## src/rtl/core/hmm_pkg.sv

```systemverilog
// Shared types and constants for the scaled HMM forward step.
`timescale 1ns / 1ps
package hmm_pkg;

  typedef enum logic [1:0] {
    CMD_WR_TRANS = 2'd0,
    CMD_WR_EMIS  = 2'd1,
    CMD_WR_INIT  = 2'd2,
    CMD_OBSERVE  = 2'd3
  } cmd_e;

  typedef enum logic [3:0] {
    ST_IDLE,
    ST_WRITE,
    ST_CLR,
    ST_MAC,
    ST_MUL,
    ST_SUM,
    ST_SDIV,
    ST_ADIV,
    ST_EMIT,
    ST_AWAIT
  } ctrl_state_e;

  localparam logic [31:0] SCALE_ONE = 32'h0001_0000;
  localparam logic [31:0] SCALE_MAX = 32'hFFFF_FFFF;
  // Widths cover up to 64 states: raw up to 2^36, sum up to 2^42
  localparam int unsigned RawW = 37;
  localparam int unsigned SumW = 43;
  localparam int unsigned DivW = RawW + 15;

  // Commands from the controller to the datapath
  typedef struct packed {
    logic wr_table;
    logic acc_clr;
    logic mac_en;
    logic mul_en;
    logic sum_en;
    logic sdiv_start;
    logic adiv_start;
    logic div_step;
    logic alpha_wr;
  } dp_cmd_t;

  // Status from the datapath to the controller
  typedef struct packed {
    logic div_done;
    logic sum_zero;
  } dp_stat_t;

endpackage

```

## src/rtl/core/hmm_ctrl.sv

```systemverilog
// Controller state machine for the scaled HMM forward step.
`timescale 1ns / 1ps
module hmm_ctrl #(
  parameter int unsigned NUM_STATES = 16
) (
  input  logic                                 clk_i,
  input  logic                                 rst_ni,
  input  logic                                 in_valid_i,
  input  logic [1:0]                           in_cmd_i,
  output logic                                 in_ready_o,
  output logic                                 out_valid_o,
  input  logic                                 out_ready_i,
  input  hmm_pkg::dp_stat_t                    stat_i,
  output hmm_pkg::dp_cmd_t                     cmd_o,
  output logic [$clog2(NUM_STATES+1)-1:0]      i_o,
  output logic [$clog2(NUM_STATES+1)-1:0]      j_o
);
  import hmm_pkg::*;
  localparam int unsigned CW = $clog2(NUM_STATES + 1);
  localparam logic [CW-1:0] LastIdx = CW'(NUM_STATES - 1);

  ctrl_state_e state_q, state_d;
  logic [CW-1:0] i_q, i_d, j_q, j_d;
  logic outv_q, outv_d;

  assign i_o = i_q;
  assign j_o = j_q;
  assign out_valid_o = outv_q;
  assign in_ready_o = (state_q == ST_IDLE);

  // State register
  always_ff @(posedge clk_i or negedge rst_ni) begin
    if (!rst_ni) begin
      state_q <= ST_IDLE;
      i_q     <= '0;
      j_q     <= '0;
      outv_q  <= 1'b0;
    end else begin
      state_q <= state_d;
      i_q     <= i_d;
      j_q     <= j_d;
      outv_q  <= outv_d;
    end
  end

  // Next state and commands
  always_comb begin
    state_d = state_q;
    i_d     = i_q;
    j_d     = j_q;
    outv_d  = outv_q;
    cmd_o   = '0;
    unique case (state_q)
      ST_IDLE: begin
        if (in_valid_i) begin
          i_d = '0;
          j_d = '0;
          if (cmd_e'(in_cmd_i) == CMD_OBSERVE) state_d = ST_CLR;
          else state_d = ST_WRITE;
        end
      end
      ST_WRITE: begin
        cmd_o.wr_table = 1'b1;
        state_d = ST_IDLE;
      end
      ST_CLR: begin
        cmd_o.acc_clr = 1'b1;
        state_d = ST_MAC;
      end
      // one product per cycle, row i, column j (memory read data arrives in the next cycle)
      ST_MAC: begin
        cmd_o.mac_en = (j_q != '0);
        if (j_q == CW'(NUM_STATES)) begin
          j_d = '0;
          state_d = ST_MUL;
        end else begin
          j_d = j_q + 1'b1;
        end
      end
      ST_MUL: begin
        cmd_o.mul_en = 1'b1;
        state_d = ST_SUM;
      end
      ST_SUM: begin
        cmd_o.sum_en = 1'b1;
        if (i_q == LastIdx) begin
          i_d = '0;
          state_d = ST_SDIV;
        end else begin
          i_d = i_q + 1'b1;
          state_d = ST_CLR;
        end
      end
      ST_SDIV: begin
        if (j_q == '0) begin
          cmd_o.sdiv_start = 1'b1;
          j_d = CW'(1);
        end else if (stat_i.div_done) begin
          j_d = '0;
          state_d = ST_ADIV;
        end else begin
          cmd_o.div_step = 1'b1;
        end
      end
      ST_ADIV: begin
        if (j_q == '0) begin
          cmd_o.adiv_start = 1'b1;
          j_d = CW'(1);
        end else if (stat_i.div_done) begin
          cmd_o.alpha_wr = 1'b1;
          outv_d = 1'b1;
          j_d = '0;
          state_d = ST_EMIT;
        end else begin
          cmd_o.div_step = 1'b1;
        end
      end
      ST_EMIT: begin
        if (out_ready_i) begin
          outv_d = 1'b0;
          if (i_q == LastIdx) begin
            i_d = '0;
            state_d = ST_IDLE;
          end else begin
            i_d = i_q + 1'b1;
            state_d = ST_AWAIT;
          end
        end
      end
      // raw value of the new state index is read this cycle
      ST_AWAIT: begin
        state_d = ST_ADIV;
      end
      default: state_d = ST_IDLE;
    endcase
  end
endmodule

```

## config.mk

```make
export PLATFORM = sky130hd
export DESIGN_NAME = hmm_ctrl
export DESIGN_NICKNAME = d
export VERILOG_FILES = /design/src/rtl/core/hmm_pkg.sv /design/src/rtl/core/hmm_ctrl.sv
export SDC_FILE = /design/constraint.sdc
export NUM_CORES = 1
export LEC_CHECK = 0
export ABC_AREA = 1
export BUFFER_PORTS_ARGS = -buffer_cell sky130_fd_sc_hd__buf_2
export CAP_MARGIN = 15
export CELL_PAD_IN_SITES_DETAIL_PLACEMENT = 2
export CELL_PAD_IN_SITES_GLOBAL_PLACEMENT = 2
export CORE_ASPECT_RATIO = 0.6
export CORE_UTILIZATION = 29
export DETAILED_ROUTE_END_ITERATION = 12
export GPL_ROUTABILITY_DRIVEN = 0
export PLACE_DENSITY = 0.84
export SYNTH_ARGS = -nofsm -noshare
export SYNTH_HDL_FRONTEND = slang
export SYNTH_SLANG_ARGS = --single-unit
```

## constraint.sdc

```tcl
create_clock -name clk_i -period 2.45 [get_ports clk_i]
set_input_delay 0.3675 -clock clk_i [delete_from_list [all_inputs] [get_ports clk_i]]
set_output_delay 0.3675 -clock clk_i [all_outputs]
set_load 0.01 [all_outputs]
```

==> out/qor.log, run 1 <==
INFO  outcome        run_status=complete, no violations
INFO  yosys          yosysTopAreaCellShare=35.0%
INFO  clock_tree     tritoncts_clock_tree=done
INFO  critical_path  crit_path_max_fanout=8
INFO  timing         skew=0.00302ns
INFO  finish         post-route-cell-area=0.00131mm²
INFO  yosys          synth-seq-area-share=35.0%
INFO  finish         design.final.nets=204
INFO  yosys          synth.avg_cell_area=6.67µm²
INFO  timing         tightest_slew=0.436ns
INFO  yosys          yosys_register_bits=15
INFO  finish         post_route_cells_drive_above_1_share=22.9%
INFO  floorplan      core_region_area=0.00338mm²
INFO  yosys          ys_warn_count=0
INFO  floorplan      start_util=31.7%
INFO  clock_tree     worst_skew_pair.late_latency=0.26ns
INFO  clock_tree     cts_hold_repair.buffers=0
INFO  route          first_iter_violations=44
INFO  route          remaining_drc_errors=0
INFO  yosys          synth.cell_area=0.00107mm²
INFO  timing         post-route-min-period=2.07ns
INFO  placed_design  placement.io_buffers=27
INFO  flow_run       max-cap-violations=0
INFO  placed_design  pre_cts_slack=0.661ns
INFO  route          postRouteWirelength=3740µm
INFO  finish         layout-area-overhead-vs-synth=22.1%
INFO  yosys          synthCells=161
INFO  yosys          synth.largest_area_cell=sky130_fd_sc_hd__dfrtp_1
INFO  clock_tree     cts_setup_buffers=0
INFO  power_and_ir_drop leakage=0.743nW
INFO  route          routed_wire_length_per_instance=15.8µm
INFO  clock_tree     clkSlewWorstSetupHoldPaths=0.07ns
INFO  finish         finish.utilization=38.8%
INFO  power_and_ir_drop peakVddDrop=0.257mV
INFO  timing         grt_setup_unrepaired=false
INFO  clock_tree     cts_resized=0
INFO  timing         setup_total_negative_slack=0ns
INFO  global_routing grtUsageTotal=21.6%
INFO  hold_path      timing.hold.worst.class=in2async
INFO  critical_path  cp-start-kind=register
INFO  floorplan      die_w=80.5µm
INFO  global_routing grt-ovfl-total=0
INFO  timing         finalCritPeriodShare=84.4%
INFO  floorplan      num_rows=16
INFO  placed_design  dp.cells=233
INFO  global_routing grt_antenna_before_repair=0
INFO  clock_tree     cts_root_buffer=sky130_fd_sc_hd__clkbuf_8
INFO  critical_path  cp.required=2.08ns
INFO  timing         hold_violations=0
INFO  yosys          synth.lib_cells_used.distinct=23
INFO  floorplan      die_h=49.1µm
INFO  power_and_ir_drop total_power=476µW
INFO  global_routing number_of_global_route_vias_before_repair=1245
INFO  critical_path  type_of_the_worst_setup_path=reg2out
INFO  finish         antennaDiodeCount=0
INFO  yosys          synth_nets=172
INFO  power_and_ir_drop cellPowerDensity=363mW/mm²
INFO  global_routing grt_first_pass_wirelength=6210µm
INFO  clock_tree     cts.sinks=15
INFO  route          drt_pre_antenna_iters=4
INFO  route          vias=1157
INFO  timing         layout_setup_ws=0.382ns
INFO  clock_tree     inserted_clock_buffers=3
INFO  placed_design  dp_hpwl=3050µm
INFO  critical_path  worstSetupEndpointType=output pin
INFO  critical_path  arrival=1.70ns
INFO  floorplan      fp.dieArea=0.00396mm²
INFO  floorplan      io-pin-count=29
INFO  route          vias_per_cell=4.88
INFO  yosys          netlist_top_cells_area=sky130_fd_sc_hd__dfrtp_1, sky130_fd_sc_hd__nand2_1, sky130_fd_sc_hd__inv_1
INFO  finish         final_cells=237
INFO  clock_tree     h-tree-depth=1
INFO  timing         timing.fmax=484MHz
INFO  timing         timing.final.setup_violations=0
INFO  timing         worst_hold_slack=0.0232ns
INFO  timing         worst_slew_margin_rel=70.8%
INFO  placed_design  place_area=0.00126mm²
INFO  route          post_detailed_route_count_of_antenna_violating_nets=0
INFO  global_routing largest_net_degree_at_the_start_of_global_routing=16
INFO  clock_tree     clock_path_buffers=2
INFO  timing         slew_violations=0
[synthesized netlist by cell type]
cell type                  instances
sky130_fd_sc_hd__dfrtp_1          15
sky130_fd_sc_hd__o21ai_0           5
sky130_fd_sc_hd__nand3_1          11
sky130_fd_sc_hd__a21oi_2           1
sky130_fd_sc_hd__nor2_1           23
sky130_fd_sc_hd__inv_2             2
sky130_fd_sc_hd__o22ai_1           1
sky130_fd_sc_hd__a21oi_1           2
sky130_fd_sc_hd__xor2_1            2
sky130_fd_sc_hd__nor2_2            1
sky130_fd_sc_hd__nand3b_1          1
sky130_fd_sc_hd__a21boi_1          1
sky130_fd_sc_hd__a22oi_1           1
sky130_fd_sc_hd__o21ai_2           1
sky130_fd_sc_hd__nor2_4            4
sky130_fd_sc_hd__nand3_2           2
sky130_fd_sc_hd__xnor2_1           2
sky130_fd_sc_hd__inv_1            23
sky130_fd_sc_hd__ha_1              3
sky130_fd_sc_hd__nand4_1           1
sky130_fd_sc_hd__nand2_1          57
sky130_fd_sc_hd__nand2_2           1
sky130_fd_sc_hd__nand3b_2          1
[critical path: stages (launching register included)]
cell                      delay (ns)
sky130_fd_sc_hd__dfrtp_1        0.44
sky130_fd_sc_hd__inv_1          0.07
sky130_fd_sc_hd__ha_1           0.22
sky130_fd_sc_hd__nand3_1        0.28
sky130_fd_sc_hd__nand3_1        0.20
sky130_fd_sc_hd__inv_1          0.10
sky130_fd_sc_hd__buf_2          0.13
[metal layers]
metal  GRT usage [%]  up-vias  share of wire, %
li1                -      558                 -
met1            29.2      575                51
met2            34.3       19                45
met3            5.61        5               3.1
met4            5.36        0              0.91
met5               0        -                 0
[layout by cell type (no fill, tap or decap), types with 2 or more instances in the layout]
master	instances
sky130_fd_sc_hd__nand3_2	2
sky130_fd_sc_hd__a21oi_1	2
sky130_fd_sc_hd__nor2_1	23
sky130_fd_sc_hd__clkbuf_8	3
sky130_fd_sc_hd__buf_2	27
sky130_fd_sc_hd__ha_1	3
sky130_fd_sc_hd__inv_1	23
sky130_fd_sc_hd__nand3_1	11
sky130_fd_sc_hd__inv_2	2
sky130_fd_sc_hd__nand2_1	57
sky130_fd_sc_hd__xnor2_1	2
sky130_fd_sc_hd__o21ai_0	5
sky130_fd_sc_hd__xor2_1	2
sky130_fd_sc_hd__dfrtp_1	15
sky130_fd_sc_hd__nor2_4	4
[worst paths after layout]
| kind | endpoint | slack, ns | startpoint | cells past startpoint |
|---|---|---|---|---|
| setup / recovery | cmd_o[0] | 0.38 | j_o[0] | 6 |
| hold / removal | j_o[3] | 0.02 | rst_ni | 1 |
| setup reg to reg | state_q[0] | 0.82 | j_o[0] | 7 |
| hold reg to reg | out_valid_o | 0.55 | out_valid_o | 2 |
| max in group asynchronous | i_o[4] | 2.14 | rst_ni | 1 |
| min in group clk_i | out_valid_o | 0.34 | out_ready_i | 2 |
[cell type report]
class / count / area (µm²)
Clock buffer: 3 / 41.3
Clock inverter: 1 / 5.00
Fill cell: 431 / 2070
Inverter: 25 / 93.8
Multi-Input combinational cell: 121 / 604
Sequential cell: 15 / 375
Tap cell: 45 / 56.3
Timing Repair Buffer: 27 / 135
[flip-flops by register name, indices dropped and copies added, names as in the netlist]
signal and count:
state_q 4, j_o 5, i_o 5, out_valid_o 1
[logic make-up (layout without fill, tap and decap cells)]
| family | Yosys count | in the layout | share of synthesized area, % |
|---|---|---|---|
| flip-flops | 15 | 15 | 35.0 |
| XOR/XNOR | 4 | 4 | 3.26 |
| AO/OA/AOI/OAI | 12 | 12 | 6.88 |
| buffers and inverters | 25 | 56 | 8.74 |
| AND/OR/NAND/NOR | 102 | 102 | 42.7 |
| adder cells (fa/ha/maj) | 3 | 3 | 3.50 |
[power breakdown]
part	internal, mW	switching [mW]	total [mW]	leakage (nW)
clock network	0.113	0.103	0.216	0.0255
logic	0.00408	0.00835	0.0124	0.543
registers	0.248	0	0.248	0.174
(Power assumes the default switching activity.)
==> run 2: changes to the inputs <==
- CORE_UTILIZATION: 29 -> 27
- PLACE_DENSITY: 0.84 -> 0.79
- clock period: 2.45 -> 2.05 ns (I/O delays scaled with it)
==> out/qor.log, run 2 (synthesis gave the netlist of run 1 again) <==
INFO  outcome        run_status=complete, no violations
INFO  power_and_ir_drop power_frac_clock=44.5% [-0.9 points]
INFO  finish         design.final.nets=205 [+0.49%]
INFO  timing         timing.fmax=551MHz
INFO  finish         layout_commonest_cell=sky130_fd_sc_hd__nand2_1
INFO  placed_design  place_area=0.00127mm² [+0.20%]
INFO  clock_tree     worst_skew_pair.late_latency=0.25ns [about the same]
INFO  floorplan      fp.dieArea=0.00424mm² [+7.2%]
INFO  finish         post_route_cells_drive_above_1_share=23.3% [+0.40 points]
INFO  timing         tightest_slew=0.489ns [+0.0529 ns]
INFO  critical_path  crit_buf_inv=2 [-1]
INFO  power_and_ir_drop power_frac_comb=2.8% [+0.2 points]
INFO  critical_path  cell_with_the_biggest_individual_delay_on_the_critical_path=sky130_fd_sc_hd__dfrtp_1
INFO  route          met3_wirelength=73µm [-36%]
INFO  critical_path  worst_path_dominant_cell_family=simple AND/OR/NAND/NOR gates
INFO  flow_run       max-cap-violations=0 [unchanged]
INFO  route          drt_pre_antenna_iters=4 [unchanged]
INFO  critical_path  path_cells=nor2_1 > nand2_1 > inv_1 > buf_2
INFO  floorplan      die_h=50.8µm [+3.5%]
INFO  finish         layout-area-overhead-vs-synth=23.8%
INFO  route          vias_per_cell=4.77 [-2.4%]
INFO  global_routing grt_first_pass_wirelength=6090µm [-1.9%]
INFO  critical_path  max_stage_delay=0.43ns [about the same]
INFO  global_routing grt-ovfl-total=0 [unchanged]
INFO  timing         slew_violations=0 [unchanged]
INFO  route          routed.top_layer=met4
INFO  route          first_iter_violations=31 [-30%]
INFO  global_routing grt_antenna_before_repair=0 [unchanged]
INFO  finish         layout.area.seq=375µm² [unchanged]
INFO  floorplan      io-pin-count=29 [unchanged]
INFO  floorplan      die_w=83.4µm [+3.6%]
INFO  critical_path  crit_path_max_fanout=5 [-3]
INFO  power_and_ir_drop leakage=0.747nW [+0.57%]
INFO  power_and_ir_drop total_power=561µW [+18%]
INFO  critical_path  worstSetupEndpointType=output pin
INFO  timing         hold_violations=0 [unchanged]
INFO  power_and_ir_drop p_int=437µW [+20%]
INFO  clock_tree     h-tree-depth=1 [unchanged]
INFO  hold_path      timing.hold.worst.class=in2reg
INFO  placed_design  pre_cts_slack=0.386ns [-0.275 ns]
INFO  timing         timing.final.setup_violations=0 [unchanged]
INFO  route          post_detailed_route_count_of_antenna_violating_nets=0 [unchanged]
INFO  finish         post-route-cell-area=0.00133mm² [+1.3%]
INFO  clock_tree     inserted_clock_buffers=3 [unchanged]
INFO  timing         setup_total_negative_slack=0ns [unchanged]
INFO  timing         skew=0.00264ns [-0.000383 ns]
INFO  power_and_ir_drop sw_frac_of_total=22.1% [-1.3 points]
INFO  global_routing grtUsageTotal=18.7% [-2.9 points]
INFO  route          vias=1144 [-1.1%]
INFO  timing         grt_setup_unrepaired=false
INFO  finish         antennaDiodeCount=0 [unchanged]
INFO  clock_tree     cts.sinks=15 [unchanged]
INFO  global_routing number_of_global_route_vias_before_repair=1235 [-0.80%]
INFO  timing         layout_setup_ws=0.234ns [-0.148 ns]
INFO  clock_tree     clock_path_buffers=2 [unchanged]
INFO  floorplan      core_region_area=0.00374mm² [+11%]
INFO  timing         post-route-min-period=1.82ns
INFO  finish         commonest_cells_after_routing_fill_and_taps_aside=sky130_fd_sc_hd__nand2_1, sky130_fd_sc_hd__buf_2, sky130_fd_sc_hd__inv_1, sky130_fd_sc_hd__nor2_1, sky130_fd_sc_hd__dfrtp_1
INFO  power_and_ir_drop share_seq_of_total_power=52.8% [+0.8 points]
INFO  finish         layout.filler_cells=458 [+6.3%]
INFO  floorplan      start_util=28.7% [-3.1 points]
INFO  floorplan      num_rows=17 [+1]
INFO  route          remaining_drc_errors=0 [unchanged]
INFO  placed_design  placement.io_buffers=27 [unchanged]
INFO  clock_tree     clkSlewWorstSetupHoldPaths=0.06ns [about the same]
INFO  clock_tree     tritoncts_clock_tree=done
INFO  clock_tree     cts_root_buffer=sky130_fd_sc_hd__clkbuf_8
INFO  timing         worst_slew_margin_rel=67.3% [-3.5 points]
INFO  route          met2WireLength=1580µm [-7.1%]
INFO  route          postRouteWirelength=3640µm [-2.5%]
INFO  critical_path  cp-start-kind=register
INFO  timing         finalCritPeriodShare=88.6%
INFO  power_and_ir_drop switchingPower=124µW [+11%]
INFO  global_routing largest_net_degree_at_the_start_of_global_routing=16 [unchanged]
INFO  critical_path  type_of_the_worst_setup_path=reg2out
INFO  critical_path  cp.required=1.74ns [-0.34 ns]
INFO  placed_design  dp_hpwl=2990µm [-1.8%]
INFO  power_and_ir_drop cellPowerDensity=422mW/mm² [+16%]
INFO  power_and_ir_drop peakVddDrop=0.147mV [-43%]
INFO  critical_path  arrival=1.51ns [-0.19 ns]
INFO  route          routed_wire_length_per_instance=15.2µm [-3.8%]
INFO  route          routedLengthMet1=1960µm [+3.6%]
INFO  finish         area_used_by_multi_input_combinational_logic=609µm² [+0.83%]
[run 2: worst paths after layout]
kind,end,start,cells past startpoint,slack (ns)
setup reg to reg,j_o[3],state_q[2],6,0.39
min in group asynchronous,j_o[1],rst_ni,2,0.50
setup / recovery,in_ready_o,state_q[2],4,0.23
hold / removal,out_valid_o,out_ready_i,2,0.27
max in group asynchronous,i_o[2],rst_ni,2,1.28
hold reg to reg,out_valid_o,out_valid_o,2,0.53
[run 2: metal layers]
layer,GRT usage (%),vias to the layer above
met2,29.6,14
li1,-,560
met5,0,-
met3,3.39,4
met1,26.9,566
met4,3.45,0
[run 2: area by class of cell]
type                    instances  share of cell area, %
clock inverters                 1                  0.377
inverters                      25                   7.06
well taps                      47                   4.43
flip-flops and latches         15                   28.2
multi-input cells             121                   45.9
clock buffers                   3                   3.11
repair buffers                 28                   10.9
[run 2: what timing repair did]
| item | 4_1_cts | 5_1_grt |
|---|---|---|
| gates resized for setup | 0 | 1 |
| hold endpoints to repair | 15 | 0 |
| hold buffers | 1 | 0 |
| endpoints found under the setup margin | 0 | 2 |
| buffers inserted | 0 | 0 |
[run 2: power groups by stage]
stage               Combinational (mW)  Clock [mW]  Sequential (mW)
floorplan                      0.00161           0            0.302
global placement                0.0145           0            0.301
detailed placement              0.0149           0            0.301
CTS                             0.0163       0.258            0.296
global route                    0.0179       0.271            0.296
finish                          0.0155       0.249            0.296
[run 2: stage by stage]
step	hold slack, ns	instances	utilization, %
floorplan	0.0119	161	-
global placement	0.247	235	33.9
detailed placement	0.249	235	33.9
CTS	0.272	240	35.4
global route	0.276	240	35.5
finish	0.269	240	35.5
